[src/rtl/nfc4_pkg.sv]
package nfc4_pkg;

  localparam int unsigned MEM_DEPTH_DEF = 1024;
  localparam int unsigned FRAME_MAX_DEF = 256;
  localparam int unsigned RESP_MAX = 64;
  localparam int unsigned HEAD_N = 15;
  localparam int unsigned CC_LEN = 15;

  localparam logic [10:0] NDEF_SIZE_RST = 11'd1024;
  localparam logic [6:0] TX_CAP_RST = 7'd64;

  localparam logic [0:0] REG_NDEF_SIZE = 1'b0;
  localparam logic [0:0] REG_TX_CAP = 1'b1;

  localparam logic [15:0] FID_CC = 16'hE103;
  localparam logic [15:0] FID_NDEF = 16'hE104;
  localparam logic [15:0] MAX_LE = 16'h00F6;

  localparam logic [15:0] SW_OK = 16'h9000;
  localparam logic [15:0] SW_LEN = 16'h6700;
  localparam logic [15:0] SW_DENIED = 16'h6982;
  localparam logic [15:0] SW_NOFILE = 16'h6A82;
  localparam logic [15:0] SW_NOSPACE = 16'h6A84;
  localparam logic [15:0] SW_P1P2 = 16'h6A86;
  localparam logic [15:0] SW_INS = 16'h6D00;
  localparam logic [15:0] SW_CLA = 16'h6E00;

  localparam logic [7:0] PCB_ATS_REQ = 8'hE0;
  localparam logic [7:0] PCB_DESEL = 8'hC2;
  localparam logic [7:0] PCB_IMASK = 8'hE2;
  localparam logic [7:0] PCB_IBLK = 8'h02;
  localparam logic [7:0] CLA_ISO = 8'h00;
  localparam logic [7:0] INS_SELECT = 8'hA4;
  localparam logic [7:0] INS_READ = 8'hB0;
  localparam logic [7:0] INS_UPDATE = 8'hD6;
  localparam logic [7:0] P1_AID = 8'h04;
  localparam logic [7:0] P1_FID = 8'h00;

  localparam logic [7:0] ATS_B0 = 8'h03;
  localparam logic [7:0] ATS_B1 = 8'h28;
  localparam logic [7:0] ATS_B2 = 8'h80;

  localparam logic [1:0] FILE_NONE = 2'd0;
  localparam logic [1:0] FILE_CC = 2'd1;
  localparam logic [1:0] FILE_NDEF = 2'd2;

  typedef struct packed {
    logic [7:0] rx_byte;
    logic       last_byte;
  } in_t;

  typedef struct packed {
    logic [7:0] tx_byte;
    logic       last_out;
  } out_t;

  typedef enum logic [1:0] {
    KIND_NONE,
    KIND_ATS,
    KIND_DESEL,
    KIND_IBLK
  } kind_e;

  typedef enum logic [3:0] {
    BSEL_ATS0,
    BSEL_ATS1,
    BSEL_ATS2,
    BSEL_DESEL,
    BSEL_HDR0,
    BSEL_HDR1,
    BSEL_DATA,
    BSEL_SW1,
    BSEL_SW2
  } bsel_e;

  typedef struct packed {
    logic  accept;
    logic  decode;
    logic  clip;
    logic  clr;
    logic  copy_rd;
    logic  copy_wr;
    logic  data_rd;
    logic  emit;
    bsel_e bsel;
  } cmd_t;

  typedef struct packed {
    kind_e kind;
    logic  reply_ok;
    logic  cid;
    logic  copy_needed;
    logic  copy_done;
    logic  dlen_zero;
    logic  data_done;
    logic  clr_done;
  } stat_t;

  function automatic logic [7:0] aid_byte(input logic [2:0] idx);
    logic [7:0] b;
    case (idx)
      3'd0: b = 8'hD2;
      3'd1: b = 8'h76;
      3'd4: b = 8'h85;
      3'd5: b = 8'h01;
      3'd6: b = 8'h01;
      default: b = 8'h00;
    endcase
    return b;
  endfunction

  function automatic logic [7:0] cc_byte(input logic [3:0] idx, input logic [15:0] size);
    logic [7:0] b;
    case (idx)
      4'd1: b = 8'(CC_LEN);
      4'd2: b = 8'h20;
      4'd3: b = MAX_LE[15:8];
      4'd4: b = MAX_LE[7:0];
      4'd5: b = MAX_LE[15:8];
      4'd6: b = MAX_LE[7:0];
      4'd7: b = 8'h04;
      4'd8: b = 8'h06;
      4'd9: b = FID_NDEF[15:8];
      4'd10: b = FID_NDEF[7:0];
      4'd11: b = size[15:8];
      4'd12: b = size[7:0];
      default: b = 8'h00;
    endcase
    return b;
  endfunction

endpackage

[src/rtl/nfc4_ctrl.sv]
module nfc4_ctrl (
  input  logic            clk_i,
  input  logic            rst_ni,
  input  logic            start,
  input  logic            last_i,
  output logic            busy,
  output nfc4_pkg::cmd_t  cmd_o,
  input  nfc4_pkg::stat_t stat_i
);

  typedef enum logic [3:0] {
    S_CLEAR,
    S_IDLE,
    S_DECODE,
    S_CLIP,
    S_COPY_RD,
    S_COPY_WR,
    S_ATS0,
    S_ATS1,
    S_ATS2,
    S_DESEL,
    S_HDR0,
    S_HDR1,
    S_DRD,
    S_DOUT,
    S_SW1,
    S_SW2
  } state_e;

  state_e state_q, state_d, reply_st, data_st;
  logic busy_q;

  always_comb begin
    reply_st = S_IDLE;
    if (stat_i.reply_ok) begin
      unique case (stat_i.kind)
        nfc4_pkg::KIND_ATS: reply_st = S_ATS0;
        nfc4_pkg::KIND_DESEL: reply_st = S_DESEL;
        nfc4_pkg::KIND_IBLK: reply_st = S_HDR0;
        default: reply_st = S_IDLE;
      endcase
    end
    data_st = stat_i.dlen_zero ? S_SW1 : S_DRD;
    state_d = state_q;
    unique case (state_q)
      S_CLEAR: if (stat_i.clr_done) state_d = S_IDLE;
      S_IDLE: if (start && last_i) state_d = S_DECODE;
      S_DECODE: state_d = S_CLIP;
      S_CLIP: begin
        if (stat_i.kind == nfc4_pkg::KIND_IBLK && stat_i.copy_needed) begin
          state_d = S_COPY_RD;
        end else begin
          state_d = reply_st;
        end
      end
      S_COPY_RD: state_d = stat_i.copy_done ? reply_st : S_COPY_WR;
      S_COPY_WR: state_d = S_COPY_RD;
      S_ATS0: state_d = S_ATS1;
      S_ATS1: state_d = S_ATS2;
      S_ATS2: state_d = S_IDLE;
      S_DESEL: state_d = S_IDLE;
      S_HDR0: state_d = stat_i.cid ? S_HDR1 : data_st;
      S_HDR1: state_d = data_st;
      S_DRD: state_d = S_DOUT;
      S_DOUT: state_d = stat_i.data_done ? S_SW1 : S_DRD;
      S_SW1: state_d = S_SW2;
      S_SW2: state_d = S_IDLE;
      default: state_d = S_IDLE;
    endcase
  end

  always_ff @(posedge clk_i or negedge rst_ni) begin
    if (!rst_ni) begin
      state_q <= S_CLEAR;
      busy_q <= 1'b1;
    end else begin
      state_q <= state_d;
      busy_q <= (state_d != S_IDLE);
    end
  end

  always_comb begin
    cmd_o.accept = (state_q == S_IDLE) && start;
    cmd_o.decode = (state_q == S_DECODE);
    cmd_o.clip = (state_q == S_CLIP);
    cmd_o.clr = (state_q == S_CLEAR);
    cmd_o.copy_rd = (state_q == S_COPY_RD) && !stat_i.copy_done;
    cmd_o.copy_wr = (state_q == S_COPY_WR);
    cmd_o.data_rd = (state_q == S_DRD);
    cmd_o.emit = 1'b1;
    cmd_o.bsel = nfc4_pkg::BSEL_SW2;
    unique case (state_q)
      S_ATS0: cmd_o.bsel = nfc4_pkg::BSEL_ATS0;
      S_ATS1: cmd_o.bsel = nfc4_pkg::BSEL_ATS1;
      S_ATS2: cmd_o.bsel = nfc4_pkg::BSEL_ATS2;
      S_DESEL: cmd_o.bsel = nfc4_pkg::BSEL_DESEL;
      S_HDR0: cmd_o.bsel = nfc4_pkg::BSEL_HDR0;
      S_HDR1: cmd_o.bsel = nfc4_pkg::BSEL_HDR1;
      S_DOUT: cmd_o.bsel = nfc4_pkg::BSEL_DATA;
      S_SW1: cmd_o.bsel = nfc4_pkg::BSEL_SW1;
      S_SW2: cmd_o.bsel = nfc4_pkg::BSEL_SW2;
      default: cmd_o.emit = 1'b0;
    endcase
  end

  assign busy = busy_q;

endmodule

[config.mk]
export PLATFORM = sky130hd
export DESIGN_NAME = nfc4_ctrl
export DESIGN_NICKNAME = d
export VERILOG_FILES = /design/src/rtl/nfc4_pkg.sv /design/src/rtl/nfc4_ctrl.sv
export SDC_FILE = /design/constraint.sdc
export NUM_CORES = 1
export LEC_CHECK = 0
export ABC_AREA = 0
export BUFFER_PORTS_ARGS = -buffer_cell sky130_fd_sc_hd__buf_2
export CAP_MARGIN = 5
export CORE_AREA = 2 2 39 41
export CTS_BUF_LIST = sky130_fd_sc_hd__clkbuf_16
export DETAILED_ROUTE_END_ITERATION = 16
export DIE_AREA = 0 0 41 43
export GPL_TIMING_DRIVEN = 0
export PLACE_DENSITY = 0.78
export RECOVER_POWER = 25
export SETUP_SLACK_MARGIN = 0.15
export SLEW_MARGIN = 25
export SYNTH_ARGS = -nofsm -noshare
export SYNTH_HDL_FRONTEND = slang
export SYNTH_SLANG_ARGS = --single-unit
[constraint.sdc]
create_clock -name clk_i -period 2.6 [get_ports clk_i]
set_input_delay 0.52 -clock clk_i [delete_from_list [all_inputs] [get_ports clk_i]]
set_output_delay 0.52 -clock clk_i [all_outputs]
set_load 0.02 [all_outputs]
* Word level (Yosys, flattened, before mapping)
Index checks and enable logic that the tools add are counted.
W data, S select, Z words.
** Word-level totals
- Memory bits (writable) :: 0
- Word-level logic and storage cells :: 41
- Register bits :: 5
- Memories kept :: 0
- ROM bits :: 0
- Latch bits :: 0
- Output and inout port bits :: 13
- Bits of input ports :: 13
** Operators by class
- Equality and inequality tests :: 19
- Order comparisons :: 0
- Reduce and logical (&&, ||, !) cells :: 8
- Add/subtract/negate cells :: 0
- Multiplexer cells :: 12
- $mul :: 0
- Bitwise logic cells :: 0
- Div/mod/pow operators :: 0
- Shift operators :: 0
** Operators with widths (number)
- $pmux W4 S14 :: 1
- $eq A4 B4 Y1 const B :: 8
- $pmux W4 S8 :: 1
- $mux W4 :: 5
- $eq A4 B3 Y1 const B :: 4
- $pmux W4 S3 :: 1
- $reduce_or A9 Y1 :: 1
- $eq A4 B2 Y1 const B :: 2
- $eq A2 B2 Y1 const B :: 2
- $eq A4 B1 Y1 const B :: 1
- $logic_and A1 B1 Y1 :: 4
- $logic_not A4 Y1 :: 1
- $mux W2 :: 2
- $ne A4 B1 Y1 const B :: 1
- $mux W3 :: 1
- $reduce_or A3 Y1 :: 1
- $eq A2 B1 Y1 const B :: 1
- $logic_not A1 Y1 :: 1
- $mux W1 :: 1

* Depth between registers and ports, before layout
Gate-level depths: netlist of the first run.
- Word-level depth :: 6
- Mapped depth :: 6
- Mapped depth without buffers :: 5

* Worst setup path before layout of the first run
OpenSTA, ideal clock, no wires.
- Kind :: register -> output
- Start point :: reg state_q[2]
- End point :: out cmd_o[3] (netlist bit)
- Data arrival time :: 1.359 ns
- Path buffers :: 1
- Required time :: 2.080 ns
- Cell stages (with the launch flop) :: 5
- Path slack :: 0.721 ns
- Cell sequence :: dfrtp_1 clkbuf_1 nand2b_1 and2_1 o221ai_1
** RTL lines
- start: declaration :: RTL line nfc4_ctrl.sv:30 : state_e state_q, state_d, reply_st, data_st;
- start signal: assignment :: RTL line nfc4_ctrl.sv:77 : state_q <= state_d;
- end: declaration :: RTL line nfc4_ctrl.sv:7 : output nfc4_pkg::cmd_t cmd_o,

==> metrics, run 1 <==
Register Area=roughly 130 µm²; Post-CTS Setup Repair Bufs=0; Final HPWL DP=1.205 mm; syn_nets=95; Post-Syn Instances=slightly above 80; Max Clock Skew=approximately 1.3 ps; critical path endpoint=cmd_o[3]; die width=approximately 41 µm; Post-synth top flop=dfrtp_1; I/O Buffers=25; die height=43 µm; Clk pin slew, worst setup/hold paths=around 30 ps; H-tree levels=1; register-to-register setup slack=approximately 960 ps; Critical Path Sink Type=output port; CTS Hold Buffers Added=0; Hold WC Path Type=input pin to asynchronous set/reset pin; CP arrival=1740 ps; ratio of cells with drive above 1 in the final layout=0.3604; Iteration-0 DRC Markers=17; FMAX=~440 MHz; via count of the routed design=715; Starting Density=0.4467; Max Cap Viol=0; Placeable Area=approximately 1400 µm²; Layout Utilization=0.6076; final setup fails=0; VDD IR max=between 0.0008 and 0.0009 V; P per Cell Area=~1300 nW/µm²; worst setup path class=flop to output port; register area share after synthesis=0.2045; Sink Count=5; vias per inst=5.630; WL per Instance=12.35 µm; # diodes=0; Post-synth ARST share=1.000; Gate power share=0.626; RSZ-0062 raised after global routing=no; CTS root buffer=clkbuf_16; final worst path period share=0.8675; final net count=about 130; Largest stage delay, worst path=around 460 ps; DRC Markers=0; area delta synth->final=36.03%; critical path startpoint=state_q[2]$_DFF_PN0_; CP Launch Type=flop; Setup Slack @ Placement=about 600 ps; Final Max Tran Viols=0; Routability Congestion=a little under 0.9; Total GRT Usage=0.2000; Worst Tran Pin Value=roughly 380 ps; initial antenna violation count=0; worst setup margin=344.5 ps; slowest CP cell=dfrtp_1; Max Root-Sink Buffers=2; Post-synth EDFFs=0; minimum clock period=approximately 2300 ps; crit-path cells=clkbuf_1 > nand2b_1 > and2_1 > o221ai_1 > buf_2; Pre-antenna DRT Iters=4; R2R Path End=busy$_DFF_PN1_; Sequential Power Share=0.156; Pleak=between 0.4 and 0.5 nW; post-synth cell types=37; CTS tree=built; Skew-Pair Late Insertion Delay=between 200 and 250 ps; Worst Path Max Fanout=10; total CTS buffers=3; Mean Syn Cell Area=~7.5 µm²; Synth warnings=0; cell-internal power=slightly above 600 µW; Slew headroom=0.7477; gr ovfl total=0; Sw Share=0.4527; Fill cells=133; ANT nets after route=0; Die ar.=roughly 1800 µm²; vias in the first global route=~570; largest net degree at the start of global routing=11; Switch Pwr=~500 µW; first-pass GRT wire length=between 2 and 2.5 mm; setup_tns=0 ps; footprint of the multi-input gates=roughly 440 µm²; Reg2Reg Depth=6; # rows=14; r2r startpoint=state_q[3]$_DFF_PN0_; io pins=26; Hold Vio Cnt, Final=0; Critical Path RT=between 2000 and 2500 ps; post-cts sizing count=0; total power=roughly 1.1 mW; synthesis-stage register bit count=5; Clock power frac=0.218; status=finished clean; Post-Syn Area=618.1 µm²; WL final=between 1.5 and 2 mm
[state kept, by name, summed over array words and instances, names as in the netlist]
| name | flops |
|---|---|
| state_q | 4 |
| busy | 1 |
[synth_stat cells, types with 2 or more instances]
master	number	area share
nor2_1	6	0.036
nand2b_1	6	0.061
o21ai_0	6	0.049
nand3_1	3	0.024
a22oi_1	2	0.024
o211ai_1	2	0.024
dfrtp_1	4	0.16
buf_2	2	0.016
a21oi_1	3	0.024
nor3_1	4	0.032
inv_1	5	0.030
a32oi_1	2	0.028
nand2_1	10	0.061
nor2b_1	3	0.030
o2111ai_2	2	0.049
[metrics by stage]
stage                     cells  instance area, µm²  hold WS, ps
after floorplan              82               618.1        224.4
after global placement      123               763.2        332.4
after detailed placement    123               763.2        335.0
after CTS                   127               842.1        99.25
after global routing        127               840.8        152.2
final                       127               840.8        137.6
[metal layers]
| layer | GRT usage | part of all wire | vias up |
|---|---|---|---|
| met5 | 0 | 0 | - |
| met4 | 0.07333 | 0.0083 | 0 |
| met3 | 0.05236 | 0.057 | 2 |
| met2 | 0.2875 | 0.50 | 25 |
| met1 | 0.2774 | 0.43 | 335 |
| li1 | - | - | 353 |
[worst max-delay path, delay by kind of cell, from the launching register on]
family	cells	cell delay (ps)
AOI/OAI and AO/OA	1	170
and+or+nand+nor	2	330
DFF	1	460
buffers and inverters	2	550
[how the worst min path moves through the flow]
stage               cells past startpoint  slack, ps    from                   end
finish                                  1        140  rst_ni  state_q[2]$_DFF_PN0_
global placement                        1        330  rst_ni  state_q[0]$_DFF_PN0_
global route                            1        150  rst_ni  state_q[2]$_DFF_PN0_
floorplan                               0        220  rst_ni  state_q[0]$_DFF_PN0_
CTS                                     1        100  rst_ni  state_q[1]$_DFF_PN0_
detailed placement                      1        340  rst_ni  state_q[0]$_DFF_PN0_
[kinds of logic (layout without fill, tap and decap cells)]
group / after synthesis / count (layout) / share of synthesized area
simple gates: 42 / 42 / 0.4130
compound gates: 22 / 22 / 0.2632
buf+inv: 11 / 40 / 0.09109
flops: 5 / 5 / 0.2045
xor+xnor: 2 / 2 / 0.02835
[layout make-up]
class / instances / share of cell area
Inverter: 5 / 0.02232
Multi-Input combinational cell: 66 / 0.5179
Clock buffer: 3 / 0.08929
Timing Repair Buffer: 25 / 0.1473
Sequential cell: 5 / 0.1503
Clock inverter: 1 / 0.004464
Buffer: 6 / 0.04464
Tap cell: 16 / 0.02381
[power by group through the flow]
stage | clock network [mW] | registers, mW | logic [mW]
2_1_floorplan | 0 | 0.170 | 0.534
3_3_place_gp | 0 | 0.172 | 0.694
3_5_place_dp | 0 | 0.174 | 0.698
4_1_cts | 0.252 | 0.174 | 0.700
5_1_grt | 0.261 | 0.181 | 0.764
6_report | 0.245 | 0.175 | 0.701
[placed cells by master (no fill, tap or decap)]
| cell | n |
|---|---|
| buf_2 | 26 |
| nand2_1 | 10 |
| nand2b_1 | 6 |
| nor2_1 | 6 |
| inv_1 | 6 |
| o21ai_0 | 6 |
| nor3_1 | 4 |
| dfrtp_1 | 4 |
| nand3_1 | 3 |
| a21oi_1 | 3 |
| nor2b_1 | 3 |
| clkbuf_16 | 3 |
| clkbuf_1 | 2 |
| a32oi_1 | 2 |
| a22oi_1 | 2 |
| o211ai_1 | 2 |
| o2111ai_2 | 2 |
| buf_6 | 1 |
| buf_4 | 1 |
| nand2b_2 | 1 |
| and4bb_4 | 1 |
| or2_1 | 1 |
| clkbuf_2 | 1 |
| o22ai_1 | 1 |
| a211o_1 | 1 |
| nor4b_4 | 1 |
| a31o_2 | 1 |
| or2_0 | 1 |
| or3_1 | 1 |
| and2_1 | 1 |
| o221ai_1 | 1 |
| xnor2_1 | 1 |
| xor2_1 | 1 |
| and3b_1 | 1 |
| nor4b_2 | 1 |
| and3_1 | 1 |
| a21o_1 | 1 |
| dfstp_2 | 1 |
(Power assumes the default switching activity.)
==> inputs of run 2 (changes only) <==
Settings changed: ABC_AREA 0 to 1, CORE_AREA 2 2 39 41 to not set, CORE_UTILIZATION set to 51, DIE_AREA 0 0 41 43 to not set, PLACE_DENSITY 0.78 to 0.83.
==> metrics, run 2 <==
cell taking the most area after synthesis=dfrtp_1; Worst Path Max Fanout=8 (-2); vias per inst=5.150 (-8.5%); VDD IR max=0.0006461 V (-28%); Iteration-0 DRC Markers=17 (unchanged); Post-synth EDFFs=0 (unchanged); CTS root buffer=clkbuf_16; Yosys top cell area share=0.1495 (-0.01241); Max Clock Skew=0.1388 ps (-1.150 ps); Sequential Power Share=0.194 (+0.038); ratio of cells with drive above 1 in the final layout=0.4460 (+0.08568); final setup fails=0 (unchanged); Sw Share=0.4721 (+0.01933); Sink Count=5 (unchanged); Layout Utilization=0.7695 (+0.1619); WL final=1.756 mm (+12%); cell-internal power=464.9 µW (-24%); Mean Syn Cell Area=6.085 µm² (-19%); final worst path period share=0.7654 (-0.1021); most common cell after layout, fill and taps aside=buf_2; Post-synth top flop=dfrtp_1; Routability Congestion=0.8540 (-2.4%); Post-Syn Area=669.4 µm² (+8.3%); die width=38.23 µm (-6.8%); H-tree levels=1 (unchanged); Worst Tran Pin Value=377.2 ps (-1.307 ps); io pins=26 (unchanged); Total GRT Usage=0.2659 (+0.06593); largest net degree at the start of global routing=9 (-2); cells taking the most area after synthesis=dfrtp_1 15%, nand2_1 12%, nor2_1 9.0%, nand2_2 8.4%, nand3_1 6.7%; # diodes=0 (unchanged); syn_nets=123 (+29%); Post-CTS Setup Repair Bufs=0 (unchanged); Slew headroom=0.7485 (+0.0008710); Hold Vio Cnt, Final=0 (unchanged); Max Root-Sink Buffers=2 (unchanged); most frequent cells in the layout=24 x buf_2, 22 x nand2_1, 16 x nor2_1; total CTS buffers=3 (unchanged); FMAX=502.5 MHz (+13%); top cells by count, synth=22 x nand2_1, 16 x nor2_1, 9 x nand2_2, 9 x nand3_1, 9 x o21ai_0; die height=38.23 µm (-11%); Placeable Area=1156 µm² (-16%); RSZ-0062 raised after global routing=no; Skew-Pair Late Insertion Delay=220 ps (about the same); ANT nets after route=0 (unchanged); initial antenna violation count=0 (unchanged); setup_tns=0 ps (unchanged); gr ovfl total=0 (unchanged); synthesis-stage register bit count=5 (unchanged); vias in the first global route=704 (+23%); via count of the routed design=788 (+10%); max reg flops=4 (unchanged); Pre-antenna DRT Iters=4 (unchanged); final net count=153 (+22%); P per Cell Area=989.9 nW/µm² (-26%); Final HPWL DP=1.317 mm (+9.3%); post-cts sizing count=0 (unchanged); # rows=12 (-2); CP Launch Type=flop; minimum clock period=1990 ps (-265.6 ps); Gate power share=0.531 (-0.095); Die ar.=1462 µm² (-17%); first-pass GRT wire length=2.697 mm (+9.2%); status=finished clean; worst setup path class=flop to output port; CTS tree=built; Switch Pwr=415.7 µW (-18%); Synth warnings=0 (unchanged); most numerous cell in the Yosys netlist=nand2_1; DRC Markers=0 (unchanged); Starting Density=0.5790 (+0.1323); hold slack=139.5 ps (+1.902 ps); I/O Buffers=25 (unchanged); register area share after synthesis=0.1888 (-0.01567); post-synth cell types=22 (-41%); CTS Hold Buffers Added=0 (unchanged); Setup Slack @ Placement=865.8 ps (+263.7 ps); WL per Instance=11.48 µm (-7.0%); Clk pin slew, worst setup/hold paths=30 ps (about the same); Post-Syn Instances=110 (+34%); Critical Path Sink Type=output port; Hold WC Path Type=input pin to asynchronous set/reset pin; CP arrival=1470 ps (-270 ps); Final Max Tran Viols=0 (unchanged); area delta synth->final=32.90%; Critical Path RT=2080 ps (about the same); Pleak=0.5137 nW (+26%); Biggest register=state_q; Clock power frac=0.274 (+0.056); worst setup margin=610.0 ps (+265.6 ps); Max Cap Viol=0 (unchanged); Post-synth ARST share=1.000 (unchanged)
[run 2: power by group through the flow]
stage	clock (mW)	combinational, mW	sequential, mW
finish	0.242	0.468	0.171
global route	0.253	0.515	0.174
CTS	0.244	0.468	0.170
detailed placement	0	0.458	0.170
global placement	0	0.450	0.170
floorplan	0	0.340	0.172
[run 2: worst paths after layout]
kind,from,endpoint,slack (ps),cells past startpoint
max,state_q[3]$_DFF_PN0_,cmd_o[0],610,6
min,rst_ni,state_q[1]$_DFF_PN0_,140,1
max reg2reg,state_q[3]$_DFF_PN0_,busy$_DFF_PN1_,1190,8
min reg2reg,state_q[1]$_DFF_PN0_,state_q[3]$_DFF_PN0_,860,5
max in group asynchronous,rst_ni,busy$_DFF_PN1_,2200,1
min in group clk_i,stat_i[0],state_q[0]$_DFF_PN0_,590,3
[run 2: metal layers]
layer | vias up | routed length, µm | share of wire | track usage
met2 | 16 | 961 | 0.55 | 0.5339
met5 | - | 0 | 0 | 0
li1 | 405 | - | - | -
met3 | 0 | 55 | 0.031 | 0.03488
met1 | 367 | 739 | 0.42 | 0.2790
met4 | 0 | 0 | 0 | 0.07143
[run 2: metrics by stage]
step / cells / area, µm² / total power, mW
floorplan: 110 / 669.4 / 0.5122
global placement: 149 / 812.0 / 0.6199
detailed placement: 149 / 812.0 / 0.6288
CTS: 153 / 890.9 / 0.8822
global route: 153 / 889.6 / 0.9413
finish: 153 / 889.6 / 0.8807
[run 2: area by class of cell]
type / instances / area, µm²
fillers: 93 / 266.5
flip-flops and latches: 5 / 126.4
clock buffers: 3 / 75.07
clock inverters: 1 / 3.754
well taps: 14 / 17.52
repair buffers: 25 / 123.9
multi-input cells: 88 / 475.5
inverters: 17 / 67.56
[run 2: critical path, stage by stage (launching register included)]
cell	delay (ps)
dfrtp_1	500
inv_2	160
nand2_1	80
nor2_1	160
a21oi_1	70
o21ai_0	90
buf_2	190
[run 2: cell families after synthesis]
family,Yosys count,synth area share
AO/OA/AOI/OAI,12,0.09531
AND/OR/NAND/NOR,76,0.6149
flip-flops,5,0.1888
buffers and inverters,17,0.1009
